==> src/hdl/midpoint_line_rasterizer_macros.svh <==
// ----------------------------------------------------------------------------
// midpoint line rasterizer assertion macros
// concurrent checks on clk, held off while arst_n is low
// ----------------------------------------------------------------------------
`ifndef MIDPOINT_LINE_RASTERIZER_MACROS_SVH
`define MIDPOINT_LINE_RASTERIZER_MACROS_SVH

`ifndef NO_ASSERTIONS
// same-cycle implication
`define MLR_ASSERT_NOW(label, ante, cons) \
	label: assert property (@(posedge clk) disable iff (!arst_n) (ante) |-> (cons)) \
		else $error("mlr assertion failed");
// next-cycle implication
`define MLR_ASSERT_NEXT(label, ante, cons) \
	label: assert property (@(posedge clk) disable iff (!arst_n) (ante) |=> (cons)) \
		else $error("mlr assertion failed");
`else
`define MLR_ASSERT_NOW(label, ante, cons)
`define MLR_ASSERT_NEXT(label, ante, cons)
`endif

`endif

==> src/hdl/mlr_pkg.sv <==
// ----------------------------------------------------------------------------
// mlr_pkg
// widths, types and scale codes shared by the line rasterizer files
// ----------------------------------------------------------------------------
package mlr_pkg;

	localparam int COORD_W = 6;
	localparam int COLOR_W = 24;
	localparam int DIFF_W  = COORD_W + 1;
	// midpoint value stays within +-(2^COORD_W)*(2^(COORD_W+1)+2)*2
	localparam int ERR_W   = 2 * COORD_W + 4;

	typedef logic [COORD_W-1:0]       coord_t;
	typedef logic [COLOR_W-1:0]       color_t;
	typedef logic signed [DIFF_W-1:0] diff_t;
	typedef logic signed [ERR_W-1:0]  err_t;
	typedef logic signed [1:0]        dir_t;
	typedef logic signed [2:0]        mult_t;

	localparam mult_t K_ZERO    = 3'sd0;
	localparam mult_t K_ONE     = 3'sd1;
	localparam mult_t K_TWO     = 3'sd2;
	localparam mult_t K_NEG_ONE = -3'sd1;
	localparam mult_t K_NEG_TWO = -3'sd2;

	// operand request to the shared scale-and-add unit: a*ka + b*kb
	typedef struct packed {
		err_t  a;
		mult_t ka;
		err_t  b;
		mult_t kb;
	} mlr_op_t;

	function automatic mult_t dir_sum(dir_t d0, dir_t d1);
		return mult_t'(d0) + mult_t'(d1);
	endfunction

endpackage

==> src/hdl/mlr_if.sv <==
// ----------------------------------------------------------------------------
// mlr channel interfaces
// line command channel and pixel channel, valid/ready handshake
// ----------------------------------------------------------------------------
interface mlr_cmd_if import mlr_pkg::*; ();
	logic   valid;
	logic   ready;
	coord_t start_x;
	coord_t start_y;
	coord_t end_x;
	coord_t end_y;
	color_t line_color;

	modport source (output valid, start_x, start_y, end_x, end_y, line_color, input ready);
	modport sink (input valid, start_x, start_y, end_x, end_y, line_color, output ready);
endinterface

interface mlr_pix_if import mlr_pkg::*; ();
	logic   valid;
	logic   ready;
	coord_t pixel_x;
	coord_t pixel_y;
	color_t pixel_color;
	logic   last_pixel;

	modport source (output valid, pixel_x, pixel_y, pixel_color, last_pixel, input ready);
	modport sink (input valid, pixel_x, pixel_y, pixel_color, last_pixel, output ready);
endinterface

==> src/hdl/mlr_scale_add.sv <==
// ----------------------------------------------------------------------------
// mlr_scale_add
// shared arithmetic unit: a*ka + b*kb with ka, kb in -2..2
// ----------------------------------------------------------------------------
module mlr_scale_add import mlr_pkg::*; (
	input  mlr_op_t op,
	output err_t    sum
);

	function automatic err_t scale(err_t v, mult_t k);
		err_t r;
		case (k)
			K_ONE:     r = v;
			K_TWO:     r = v <<< 1;
			K_NEG_ONE: r = -v;
			K_NEG_TWO: r = -(v <<< 1);
			default:   r = '0;
		endcase
		return r;
	endfunction

	assign sum = scale(op.a, op.ka) + scale(op.b, op.kb);

endmodule

==> src/hdl/midpoint_line_rasterizer.sv <==
// ----------------------------------------------------------------------------
// midpoint_line_rasterizer: once a command is taken, setup runs through DX, DY, OCT, F0, DP and DN,
// then RUN loads the first pixel; a line of n pixels streams one pixel per cycle when the sink keeps up
// cmd.ready returns once the last pixel is loaded into the output register
// the one shared scale-and-add unit does setup and every midpoint update
// reset clears the sequencer and the output valid
// ----------------------------------------------------------------------------
`include "midpoint_line_rasterizer_macros.svh"

module midpoint_line_rasterizer import mlr_pkg::*; #(
	parameter int MAX_DIM = 64
) (
	input  logic          clk,
	input  logic          arst_n,
	mlr_cmd_if.sink       cmd,
	mlr_pix_if.source     pix
);

	localparam coord_t COORD_MAX = COORD_W'(MAX_DIM - 1);

	localparam logic [2:0] ST_IDLE = 3'd0;
	localparam logic [2:0] ST_DX   = 3'd1;
	localparam logic [2:0] ST_DY   = 3'd2;
	localparam logic [2:0] ST_OCT  = 3'd3;
	localparam logic [2:0] ST_F0   = 3'd4;
	localparam logic [2:0] ST_DP   = 3'd5;
	localparam logic [2:0] ST_DN   = 3'd6;
	localparam logic [2:0] ST_RUN  = 3'd7;

	logic [2:0] state_q;
	logic       out_valid_q;

	coord_t x0_q, y0_q, x1_q, y1_q;
	coord_t x_q, y_q, steps_q;
	color_t color_q;
	diff_t  dx_q, dy_q;
	err_t   f_q, dp_q, dn_q;
	dir_t   pxs_q, pys_q, nxs_q, nys_q;
	logic   force_q;

	coord_t out_x_q, out_y_q;
	color_t out_color_q;
	logic   out_last_q;

	mlr_op_t op;
	err_t    sum;

	logic    load_out;
	logic    take_p;
	dir_t    mv_x, mv_y;

	// octant decode
	diff_t   adx_d, ady_d;
	coord_t  adx, ady;
	dir_t    oct_pxs, oct_pys, oct_nxs, oct_nys;
	coord_t  oct_steps, oct_x, oct_y;
	logic    oct_force;

	function automatic coord_t clamp(coord_t c);
		return (c > COORD_MAX) ? COORD_MAX : c;
	endfunction

	mlr_scale_add u_alu (
		.op  (op),
		.sum (sum)
	);

	assign cmd.ready = (state_q == ST_IDLE);
	assign load_out  = (state_q == ST_RUN) && (!out_valid_q || pix.ready);

	assign take_p = force_q ||
		(!dx_q[DIFF_W-1] ? !f_q[ERR_W-1] : (f_q[ERR_W-1] || (f_q == '0)));
	assign mv_x = take_p ? pxs_q : nxs_q;
	assign mv_y = take_p ? pys_q : nys_q;

	assign adx_d = dx_q[DIFF_W-1] ? -dx_q : dx_q;
	assign ady_d = dy_q[DIFF_W-1] ? -dy_q : dy_q;
	assign adx   = adx_d[COORD_W-1:0];
	assign ady   = ady_d[COORD_W-1:0];

	always_comb begin
		oct_pxs   = 2'sd0;
		oct_pys   = 2'sd0;
		oct_nxs   = 2'sd0;
		oct_nys   = 2'sd0;
		oct_steps = adx;
		oct_x     = x0_q;
		oct_y     = y0_q;
		oct_force = 1'b0;
		if (dx_q == '0) begin
			// vertical or single point, bottom up
			oct_pys   = 2'sd1;
			oct_steps = ady;
			oct_y     = dy_q[DIFF_W-1] ? y1_q : y0_q;
			oct_force = 1'b1;
		end else if (dy_q == '0) begin
			oct_pxs   = 2'sd1;
			oct_steps = adx;
			oct_x     = dx_q[DIFF_W-1] ? x1_q : x0_q;
			oct_force = 1'b1;
		end else if (!dx_q[DIFF_W-1]) begin
			if (!dy_q[DIFF_W-1]) begin
				if (ady < adx) begin
					oct_pxs = 2'sd1;  oct_pys = 2'sd0;  oct_nxs = 2'sd1;  oct_nys = 2'sd1;
					oct_steps = adx;
				end else begin
					oct_pxs = 2'sd1;  oct_pys = 2'sd1;  oct_nxs = 2'sd0;  oct_nys = 2'sd1;
					oct_steps = ady;
				end
			end else begin
				if (ady > adx) begin
					oct_pxs = 2'sd0;  oct_pys = -2'sd1; oct_nxs = 2'sd1;  oct_nys = -2'sd1;
					oct_steps = ady;
				end else begin
					oct_pxs = 2'sd1;  oct_pys = -2'sd1; oct_nxs = 2'sd1;  oct_nys = 2'sd0;
					oct_steps = adx;
				end
			end
		end else begin
			if (dy_q[DIFF_W-1]) begin
				if (ady < adx) begin
					oct_pxs = -2'sd1; oct_pys = -2'sd1; oct_nxs = -2'sd1; oct_nys = 2'sd0;
					oct_steps = adx;
				end else begin
					oct_pxs = 2'sd0;  oct_pys = -2'sd1; oct_nxs = -2'sd1; oct_nys = -2'sd1;
					oct_steps = ady;
				end
			end else begin
				if (ady > adx) begin
					oct_pxs = -2'sd1; oct_pys = 2'sd1;  oct_nxs = 2'sd0;  oct_nys = 2'sd1;
					oct_steps = ady;
				end else begin
					oct_pxs = -2'sd1; oct_pys = 2'sd0;  oct_nxs = -2'sd1; oct_nys = 2'sd1;
					oct_steps = adx;
				end
			end
		end
	end

	// operand selection for the shared unit
	always_comb begin
		op = '0;
		case (state_q)
			ST_DX: begin
				op.a  = err_t'({1'b0, x1_q});
				op.ka = K_ONE;
				op.b  = err_t'({1'b0, x0_q});
				op.kb = K_NEG_ONE;
			end
			ST_DY: begin
				op.a  = err_t'({1'b0, y1_q});
				op.ka = K_ONE;
				op.b  = err_t'({1'b0, y0_q});
				op.kb = K_NEG_ONE;
			end
			ST_F0: begin
				// 2*(dx*my - dy*mx) at the first midpoint
				op.a  = err_t'(dx_q);
				op.ka = dir_sum(pys_q, nys_q);
				op.b  = err_t'(dy_q);
				op.kb = -dir_sum(pxs_q, nxs_q);
			end
			ST_DP: begin
				op.a  = err_t'(dx_q);
				op.ka = dir_sum(pys_q, pys_q);
				op.b  = err_t'(dy_q);
				op.kb = -dir_sum(pxs_q, pxs_q);
			end
			ST_DN: begin
				op.a  = err_t'(dx_q);
				op.ka = dir_sum(nys_q, nys_q);
				op.b  = err_t'(dy_q);
				op.kb = -dir_sum(nxs_q, nxs_q);
			end
			ST_RUN: begin
				op.a  = f_q;
				op.ka = K_ONE;
				op.b  = take_p ? dp_q : dn_q;
				op.kb = K_ONE;
			end
			default: begin
				op = '0;
			end
		endcase
	end

	always_ff @(posedge clk or negedge arst_n) begin
		if (!arst_n) begin
			state_q <= ST_IDLE;
		end else begin
			case (state_q)
				ST_IDLE: if (cmd.valid) state_q <= ST_DX;
				ST_DX:   state_q <= ST_DY;
				ST_DY:   state_q <= ST_OCT;
				ST_OCT:  state_q <= ST_F0;
				ST_F0:   state_q <= ST_DP;
				ST_DP:   state_q <= ST_DN;
				ST_DN:   state_q <= ST_RUN;
				ST_RUN:  if (load_out && steps_q == '0) state_q <= ST_IDLE;
				default: state_q <= ST_IDLE;
			endcase
		end
	end

	always_ff @(posedge clk) begin
		case (state_q)
			ST_IDLE: begin
				if (cmd.valid) begin
					x0_q    <= clamp(cmd.start_x);
					y0_q    <= clamp(cmd.start_y);
					x1_q    <= clamp(cmd.end_x);
					y1_q    <= clamp(cmd.end_y);
					color_q <= cmd.line_color;
				end
			end
			ST_DX: dx_q <= sum[DIFF_W-1:0];
			ST_DY: dy_q <= sum[DIFF_W-1:0];
			ST_OCT: begin
				pxs_q   <= oct_pxs;
				pys_q   <= oct_pys;
				nxs_q   <= oct_nxs;
				nys_q   <= oct_nys;
				steps_q <= oct_steps;
				x_q     <= oct_x;
				y_q     <= oct_y;
				force_q <= oct_force;
			end
			ST_F0: f_q  <= sum;
			ST_DP: dp_q <= sum;
			ST_DN: dn_q <= sum;
			ST_RUN: begin
				if (load_out && steps_q != '0) begin
					x_q     <= x_q + coord_t'(mv_x);
					y_q     <= y_q + coord_t'(mv_y);
					f_q     <= sum;
					steps_q <= steps_q - coord_t'(1);
				end
			end
			default: begin
			end
		endcase
	end

	// output register
	always_ff @(posedge clk or negedge arst_n) begin
		if (!arst_n) begin
			out_valid_q <= 1'b0;
		end else if (load_out) begin
			out_valid_q <= 1'b1;
		end else if (pix.ready) begin
			out_valid_q <= 1'b0;
		end
	end

	always_ff @(posedge clk) begin
		if (load_out) begin
			out_x_q     <= x_q;
			out_y_q     <= y_q;
			out_color_q <= color_q;
			out_last_q  <= (steps_q == '0);
		end
	end

	assign pix.valid       = out_valid_q;
	assign pix.pixel_x     = out_x_q;
	assign pix.pixel_y     = out_y_q;
	assign pix.pixel_color = out_color_q;
	assign pix.last_pixel  = out_last_q;

	`MLR_ASSERT_NEXT(a_cmd_starts_setup, cmd.valid && cmd.ready, state_q == ST_DX)
	`MLR_ASSERT_NEXT(a_last_ends_line, load_out && steps_q == '0, state_q == ST_IDLE)
	`MLR_ASSERT_NOW(a_pos_in_grid, state_q == ST_RUN, x_q <= COORD_MAX && y_q <= COORD_MAX)
	`MLR_ASSERT_NEXT(a_load_sets_valid, load_out, out_valid_q)

endmodule
==> src/flat_wrapper.sv <==
// flat-port wrapper written by rule: the top's interface ports become plain ports
module midpoint_line_rasterizer_flat import mlr_pkg::*;
#(
	parameter int MAX_DIM = 64
)
  (clk, arst_n, cmd_valid, cmd_start_x, cmd_start_y, cmd_end_x, cmd_end_y, cmd_line_color, cmd_ready, pix_valid, pix_pixel_x, pix_pixel_y, pix_pixel_color, pix_last_pixel, pix_ready);
  mlr_cmd_if cmd_i ();
  mlr_pix_if pix_i ();
  input  logic clk;
  input  logic arst_n;
  input wire logic [$bits(cmd_i.valid)-1:0] cmd_valid;
  input wire logic [$bits(cmd_i.start_x)-1:0] cmd_start_x;
  input wire logic [$bits(cmd_i.start_y)-1:0] cmd_start_y;
  input wire logic [$bits(cmd_i.end_x)-1:0] cmd_end_x;
  input wire logic [$bits(cmd_i.end_y)-1:0] cmd_end_y;
  input wire logic [$bits(cmd_i.line_color)-1:0] cmd_line_color;
  output wire logic [$bits(cmd_i.ready)-1:0] cmd_ready;
  output wire logic [$bits(pix_i.valid)-1:0] pix_valid;
  output wire logic [$bits(pix_i.pixel_x)-1:0] pix_pixel_x;
  output wire logic [$bits(pix_i.pixel_y)-1:0] pix_pixel_y;
  output wire logic [$bits(pix_i.pixel_color)-1:0] pix_pixel_color;
  output wire logic [$bits(pix_i.last_pixel)-1:0] pix_last_pixel;
  input wire logic [$bits(pix_i.ready)-1:0] pix_ready;
  assign cmd_i.valid = cmd_valid;
  assign cmd_i.start_x = cmd_start_x;
  assign cmd_i.start_y = cmd_start_y;
  assign cmd_i.end_x = cmd_end_x;
  assign cmd_i.end_y = cmd_end_y;
  assign cmd_i.line_color = cmd_line_color;
  assign cmd_ready = cmd_i.ready;
  assign pix_valid = pix_i.valid;
  assign pix_pixel_x = pix_i.pixel_x;
  assign pix_pixel_y = pix_i.pixel_y;
  assign pix_pixel_color = pix_i.pixel_color;
  assign pix_last_pixel = pix_i.last_pixel;
  assign pix_i.ready = pix_ready;
  midpoint_line_rasterizer #(.MAX_DIM(MAX_DIM)) u_core (.clk(clk), .arst_n(arst_n), .cmd(cmd_i), .pix(pix_i));
endmodule
==> config.mk <==
export PLATFORM = sky130hd
export DESIGN_NAME = midpoint_line_rasterizer_flat
export DESIGN_NICKNAME = d
export VERILOG_FILES = /design/src/hdl/mlr_pkg.sv /design/src/hdl/mlr_if.sv /design/src/hdl/mlr_scale_add.sv /design/src/hdl/midpoint_line_rasterizer.sv /design/src/flat_wrapper.sv
export VERILOG_INCLUDE_DIRS = /design/src /design/src/hdl
export SDC_FILE = /design/constraint.sdc
export NUM_CORES = 1
export LEC_CHECK = 0
export BUFFER_PORTS_ARGS = -buffer_cell sky130_fd_sc_hd__buf_2
export CAP_MARGIN = 40
export CORE_MARGIN = 1.5
export CORE_UTILIZATION = 35
export DETAILED_ROUTE_END_ITERATION = 7
export HOLD_SLACK_MARGIN = 0.05
export PLACE_DENSITY_LB_ADDON = 0.05
export SYNTH_ARGS = -nofsm -noshare
export SYNTH_HDL_FRONTEND = slang
export SYNTH_SLANG_ARGS = --single-unit
==> constraint.sdc <==
create_clock -name clk -period 8.1 [get_ports clk]
set_clock_uncertainty 0.05 [all_clocks]
set_input_delay 0.405 -clock clk [delete_from_list [all_inputs] [get_ports clk]]
set_output_delay 0.405 -clock clk [all_outputs]
set_load 0.05 [all_outputs]
==> flow_metrics.env, run 1 <==
export IMPL_status="finished, final reports clean"
export IMPL_num_vias=7032
export IMPL_synth_cell_types=79
export IMPL_synth_edff_count=174
export IMPL_wl_met1_um=11800
export IMPL_grt_pass1_vias=7076
export IMPL_seq_area_frac_synth_pct=54.5
export IMPL_met2WireLength_um=13500
export IMPL_die_area_sq_um=28900
export IMPL_r2r_setup_slack_ns=2.17
export IMPL_hp_start="cmd_line_color[8]"
export IMPL_place_congestion=0.845
export IMPL_syn_instance_count=859
export IMPL_grt_usage_pct=19.3
export IMPL_finalHoldViolations=0
export IMPL_die_h_um=170
export IMPL_grt_pass1_wl_um=41400
export IMPL_totalWireLength_um=27100
export IMPL_antenna_left=0
export IMPL_whs_endpoint="u_core.color_q[8]$_DFFE_PP_"
export IMPL_wl_per_cell_um=20.6
export IMPL_cts_tree="yes"
export IMPL_synth_area_sq_um=9770
export IMPL_synth_seq_cells=178
export IMPL_finalSetupViolCount=0
export IMPL_netlist_top_cells_count="174 x edfxtp_1, 91 x nand2_1, 60 x nor2_1"
export IMPL_post_synth_top_area_cell="edfxtp_1"
export IMPL_final_cell_count_no_fill=1317
export IMPL_fmax_ghz=0.169
export IMPL_port_buffers=90
export IMPL_io_pins=91
export IMPL_path_cells="xnor2_1, or2_1, a21oi_4, o221ai_1, a21o_1, ha_1, nand2_1, o21ai_0, nand2_1, o221ai_1, ha_1, nor2b_1, o21ai_0, a21boi_0, o21ai_0, a21boi_0, o21ai_0, a21boi_0, o21a_1, o311ai_0"
export IMPL_path_common_cell="o21ai_0"
export IMPL_start_util_pct=36.0
export IMPL_critPathMaxFanout=18
export IMPL_hold_buffers=1
export IMPL_vias_per_cell=5.34
export IMPL_start_kind="flop"
export IMPL_crit_type="flop to flop"
export IMPL_relSlewSlack_pct=38.9
export IMPL_pre_cts_ws_ns=2.16
export IMPL_yosys_warnings=0
export IMPL_synth_top_area_share_pct=53.5
export IMPL_multiInputGateArea_sq_um=4120
export IMPL_routed_wl_met3_um=1090
export IMPL_drtPass1Iterations=5
export IMPL_final_setup_tns_ns=0
export IMPL_dr_first_iter_drc_count=520
export IMPL_cts_root_buffer="clkbuf_16"
export IMPL_cpPeakStageDelay_ns=0.70
export IMPL_clk_latency_ns=0.43
export IMPL_rr_worst_depth=20
export IMPL_drc=0
export IMPL_finalCritPeriodShare_pct=73.2
export IMPL_areaGrowthSynthToFinish_pct=14.7
export IMPL_dp_cells=1284
export IMPL_clkSlewWorstSetupHoldPaths_ns=0.08
export IMPL_synthFlopType="edfxtp_1"
export IMPL_clock_sinks=178
export IMPL_min_path_type="input pin to flop"
export IMPL_grt_max_degree=49
export IMPL_overflow=0
export IMPL_synth_nets=956
export IMPL_tightest_slew_ns=0.903
export IMPL_syn_avg_cell_area_sq_um=11.4
export IMPL_cts_setup_buffers=0
export IMPL_row_count=60
export IMPL_cp_buffers_inverters=0
export IMPL_synthArstFlopShare_pct=2.25
export IMPL_min_period_ns=5.93
export IMPL_arrival_ns=6.04
export IMPL_cpLargestDelayFamily="compound AO/OA/AOI/OAI gates"
export IMPL_drv_slew=0
export IMPL_slowest_stage="edfxtp_1"
export IMPL_antenna_found_initial=0
export IMPL_cp_data_required_time_ns=8.21
export IMPL_final_nets=1029
export IMPL_cts_resized=0
export IMPL_cts_buffers=17
export IMPL_dpl_hpwl_um=20500
export IMPL_coreArea_sq_um=27200
export IMPL_max_cap_violations=0
export IMPL_insertedDiodeCount=0
export IMPL_holdPathStages=1
export IMPL_nFillCells=2642
export IMPL_cp_end_kind="flop"
export IMPL_synth_most_common_cell="edfxtp_1"
export IMPL_cts_path_max_buffers=2
export IMPL_die_width_um=170
export IMPL_setup_slack_ns=2.17
export IMPL_drive_gt1_share_pct=17.1
export IMPL_htreeDepth=4
export IMPL_synth_area_leaders="edfxtp_1 53%, ha_1 5.3%, nand2_1 3.5%, o21ai_0 2.8%, xnor2_1 2.7%"
export IMPL_r2r_start="u_core.dx_q[6]$_DFFE_PN_"
export IMPL_rr_endpoint="u_core.f_q[14]$_DFFE_PP_"
export IMPL_seq_area_sq_um=5330
export IMPL_grt_setup_unrepaired="no"
export IMPL_routed_top_layer="met4"
==> per-layer routing <==
layer	global-route usage, %	vias up
met5	0	-
met2	33.8	198
li1	-	3348
met4	6.69	0
met3	2.86	33
met1	24.3	3453
==> metrics by stage <==
stage	utilization [%]	area, sq um	hold slack [ns]
6_report	41.2	11200	0.0887
5_1_grt	41.2	11200	0.0736
4_1_cts	41.2	11200	0.0682
3_5_place_dp	39.1	10600	0.178
3_3_place_gp	38.8	10500	0.172
2_1_floorplan	-	9770	0.0594
==> placed cells by master (no fill, tap or decap), types with 4 or more instances in the layout <==
cell type  netlist  layout
xor2_1          21      21
a22oi_1         11      11
o21ai_1          5       6
o21ai_0         55      54
o211ai_1         6       6
o21a_1           7       7
nor2_1          60      60
xnor2_1         30      30
a21boi_0         4       4
and3_1           5       4
a221oi_1         6       6
ha_1            41      41
nand2_1         91      91
nand3_1          5       5
buf_2            4      92
inv_8            0       5
nor2b_1          7       7
fa_1             4       4
o22ai_1          6       6
a211oi_1         6       6
dfrtp_1          4       4
mux2i_1         23      23
o31ai_1          6       6
a211o_1          6       6
nor4_1           7       7
a31oi_1          5       5
o2111ai_1        4       4
edfxtp_1       174     174
buf_4            1       8
and2_1          11       9
nor3_1          21      20
inv_1           34      34
nand2b_1        13      13
o221ai_1         7       7
clkbuf_16        0      17
or3_1           12      12
a21o_1           9       9
a21oi_1         42      42
==> registers in the layout, indices dropped and copies added (netlist names), 7 cells and up <==
signal / cells
u_core.dn_q: 16
u_core.f_q: 16
u_core.pix.pixel_color: 24
u_core.color_q: 24
u_core.dx_q: 7
u_core.dp_q: 16
u_core.dy_q: 7
==> how the worst max path moves through the flow <==
stage | start | endpoint | cells past startpoint
6_report | u_core.dx_q[6]$_DFFE_PN_ | u_core.f_q[14]$_DFFE_PP_ | 20
5_1_grt | u_core.dx_q[6]$_DFFE_PN_ | u_core.f_q[14]$_DFFE_PP_ | 20
2_1_floorplan | u_core.state_q[2]$_DFFE_PN0P_ | u_core.dn_q[14]$_DFFE_PP_ | 26
3_3_place_gp | u_core.state_q[1]$_DFFE_PN0P_ | u_core.dn_q[14]$_DFFE_PP_ | 20
4_1_cts | u_core.dx_q[6]$_DFFE_PN_ | u_core.f_q[14]$_DFFE_PP_ | 20
3_5_place_dp | u_core.dx_q[6]$_DFFE_PN_ | u_core.f_q[14]$_DFFE_PP_ | 20
==> cell families after synthesis <==
family | share of synthesized area, %
and+or+nand+nor | 12.8
AOI/OAI and AO/OA | 15.6
DFF | 54.5
buffers and inverters | 3.51
xor gates and xnor gates | 4.81
adders and majority gates | 6.07
muxes | 2.70
==> final cells by class <==
type	instances	share of cell area (%)
Clock buffer	17	3.80
Clock inverter	15	1.28
Inverter	34	1.14
Multi-Input combinational cell	596	36.7
Sequential cell	178	47.5
Tap cell	372	4.15
Timing Repair Buffer	105	5.36
Power of run 1 is left out: the tool's default activity adds up to more than one toggle a clock period on the data nets, which glitch-free logic cannot reach.
==> inputs of run 2 (changes only) <==
==> constraint.sdc (replaced) <==
create_clock -name clk -period 5.6 [get_ports clk]
set_clock_uncertainty 0.05 [all_clocks]
set_input_delay 0.28 -clock clk [delete_from_list [all_inputs] [get_ports clk]]
set_output_delay 0.28 -clock clk [all_outputs]
set_load 0.05 [all_outputs]
==> run 2 against run 1 <==
  * First-iteration DRC count increased by 3.7%
  * Die area unchanged
  * Worst hold slack improved by 0.028 ns
  * Core utilization increased by 3.0 points
  * Cell count increased by 6.2%
  * Worst setup slack got worse by 2.0 ns
  * Register-to-register slack got worse by 2.0 ns
  * Critical path depth decreased by 3
==> flow_metrics.env, run 2 (same netlist as run 1, synthesis figures left out) <==
export IMPL_max_cap_violations=0
export IMPL_relSlewSlack_pct=36.1
export IMPL_finalSetupViolCount=0
export IMPL_coreArea_sq_um=27200
export IMPL_seq_area_sq_um=5330
export IMPL_cts_root_buffer="clkbuf_16"
export IMPL_drive_gt1_share_pct=19.9
export IMPL_totalWireLength_um=27700
export IMPL_start_util_pct=36.0
export IMPL_final_cell_mix="174 x edfxtp_1, 91 x nand2_1, 91 x buf_2"
export IMPL_grt_pass1_vias=7372
export IMPL_drc=0
export IMPL_areaGrowthSynthToFinish_pct=22.9
export IMPL_clkSlewWorstSetupHoldPaths_ns=0.07
export IMPL_grt_max_degree=39
export IMPL_cts_tree="yes"
export IMPL_pre_cts_ws_ns=0.0846
export IMPL_die_width_um=170
export IMPL_drtPass1Iterations=5
export IMPL_status="finished, final reports clean"
export IMPL_grt_usage_pct=19.7
export IMPL_clk_latency_ns=0.43
export IMPL_final_common_cell="edfxtp_1"
export IMPL_final_nets=1111
export IMPL_die_area_sq_um=28900
export IMPL_min_path_type="input pin to flop"
export IMPL_finalHoldViolations=0
export IMPL_drv_slew=0
export IMPL_wl_per_cell_um=19.8
export IMPL_arrival_ns=5.53
export IMPL_cpLargestDelayFamily="compound AO/OA/AOI/OAI gates"
export IMPL_path_cells="or4_4, nand3b_4, o21ai_4, mux2_2, o211ai_1, nor4_2, xnor2_1, a22oi_2, o21ai_1, ha_1, or3_1, a211oi_1, o21bai_1, a21o_1, nand2_1, a211o_1, xor3_1"
export IMPL_crit_type="flop to flop"
export IMPL_insertedDiodeCount=0
export IMPL_cp_buffers_inverters=0
export IMPL_start_kind="flop"
export IMPL_vias_per_cell=5.23
export IMPL_cp_end_kind="flop"
export IMPL_htreeDepth=4
export IMPL_grt_pass1_wl_um=42400
export IMPL_setup_slack_ns=0.181
export IMPL_finalCritPeriodShare_pct=96.8
export IMPL_cpPeakStageDelay_ns=0.57
export IMPL_overflow=0
export IMPL_post_route_util_pct=44.2
export IMPL_die_h_um=170
export IMPL_num_vias=7317
export IMPL_antenna_left=0
export IMPL_critPathMaxFanout=9
export IMPL_clock_sinks=178
export IMPL_dr_first_iter_drc_count=539
export IMPL_cts_buffers=17
export IMPL_slowest_stage="or4_4"
export IMPL_cts_path_max_buffers=2
export IMPL_cp_data_required_time_ns=5.71
export IMPL_place_congestion=0.848
export IMPL_row_count=60
export IMPL_antenna_found_initial=1
export IMPL_min_period_ns=5.42
export IMPL_fmax_ghz=0.185
export IMPL_tightest_slew_ns=0.951
export IMPL_nFillCells=2553
export IMPL_port_buffers=90
export IMPL_dpl_hpwl_um=20900
export IMPL_multiInputGateArea_sq_um=4190
export IMPL_io_pins=91
==> run 2: changes by cell type in the layout (fill, tap and decap cells not counted), moves of 2 or more <==
cell,previous run,this run
o21ai_1,6,8
o21ai_0,54,52
inv_8,5,3
buf_4,8,44
dlygate4sd3_1,1,50
buf_8,2,0
==> run 2: area by class of cell <==
cell class	instances	area share (%)
flip-flops and latches	178	44.3
multi-input cells	596	34.9
clock buffers	17	3.54
clock inverters	14	1.19
repair buffers	187	11.1
well taps	372	3.88
inverters	34	1.06
==> run 2: per-stage QoR <==
step	hold WS, ns	TNS [ns]	cell area (sq um)	instances
floorplan	-0.0656	0	9770	859
global placement	0.0497	0	10800	1309
detailed placement	0.0533	0	10800	1311
CTS	0.0986	0	11900	1392
global route	0.129	-0.0523	12000	1398
finish	0.117	0	12000	1398
==> run 2: final timing paths <==
check / start / end / slack (ns) / cells past startpoint
worst max-delay path: u_core.f_q[10]$_DFFE_PP_ / u_core.f_q[15]$_DFFE_PP_ / 0.18 / 17
worst min-delay path: pix_ready / u_core.pix.valid$_DFFE_PN0P_ / 0.12 / 3
worst max register to register: u_core.f_q[10]$_DFFE_PP_ / u_core.f_q[15]$_DFFE_PP_ / 0.18 / 17
worst min register to register: u_core.color_q[21]$_DFFE_PP_ / u_core.pix.pixel_color[21]$_DFFE_PP_ / 0.36 / 0
max in group asynchronous: arst_n / u_core.state_q[0]$_DFFE_PN0P_ / 5.23 / 2
min in group asynchronous: arst_n / u_core.pix.valid$_DFFE_PN0P_ / 0.14 / 2
==> run 2: tightest hold or removal path: stages <==
cell and delay, ns:
buf_2 0.07, nand2b_1 0.14, nand2_1 0.07
==> run 2: what timing repair did <==
action / in CTS / in global routing
gates resized for setup: 0 / 17
hold endpoints to repair: 53 / 0
hold buffers: 50 / 0
setup endpoints to repair: 0 / 12
buffers inserted: 0 / 6
==> run 2: routing by layer <==
layer	global-route usage [%]	part of all wire, %	vias up
li1	-	-	3520
met1	25.5	46	3593
met2	33.8	49	168
met3	2.98	2.8	34
met4	6.43	1.9	2
met5	0	0.087	-
Power of run 2 is left out for the same reason.
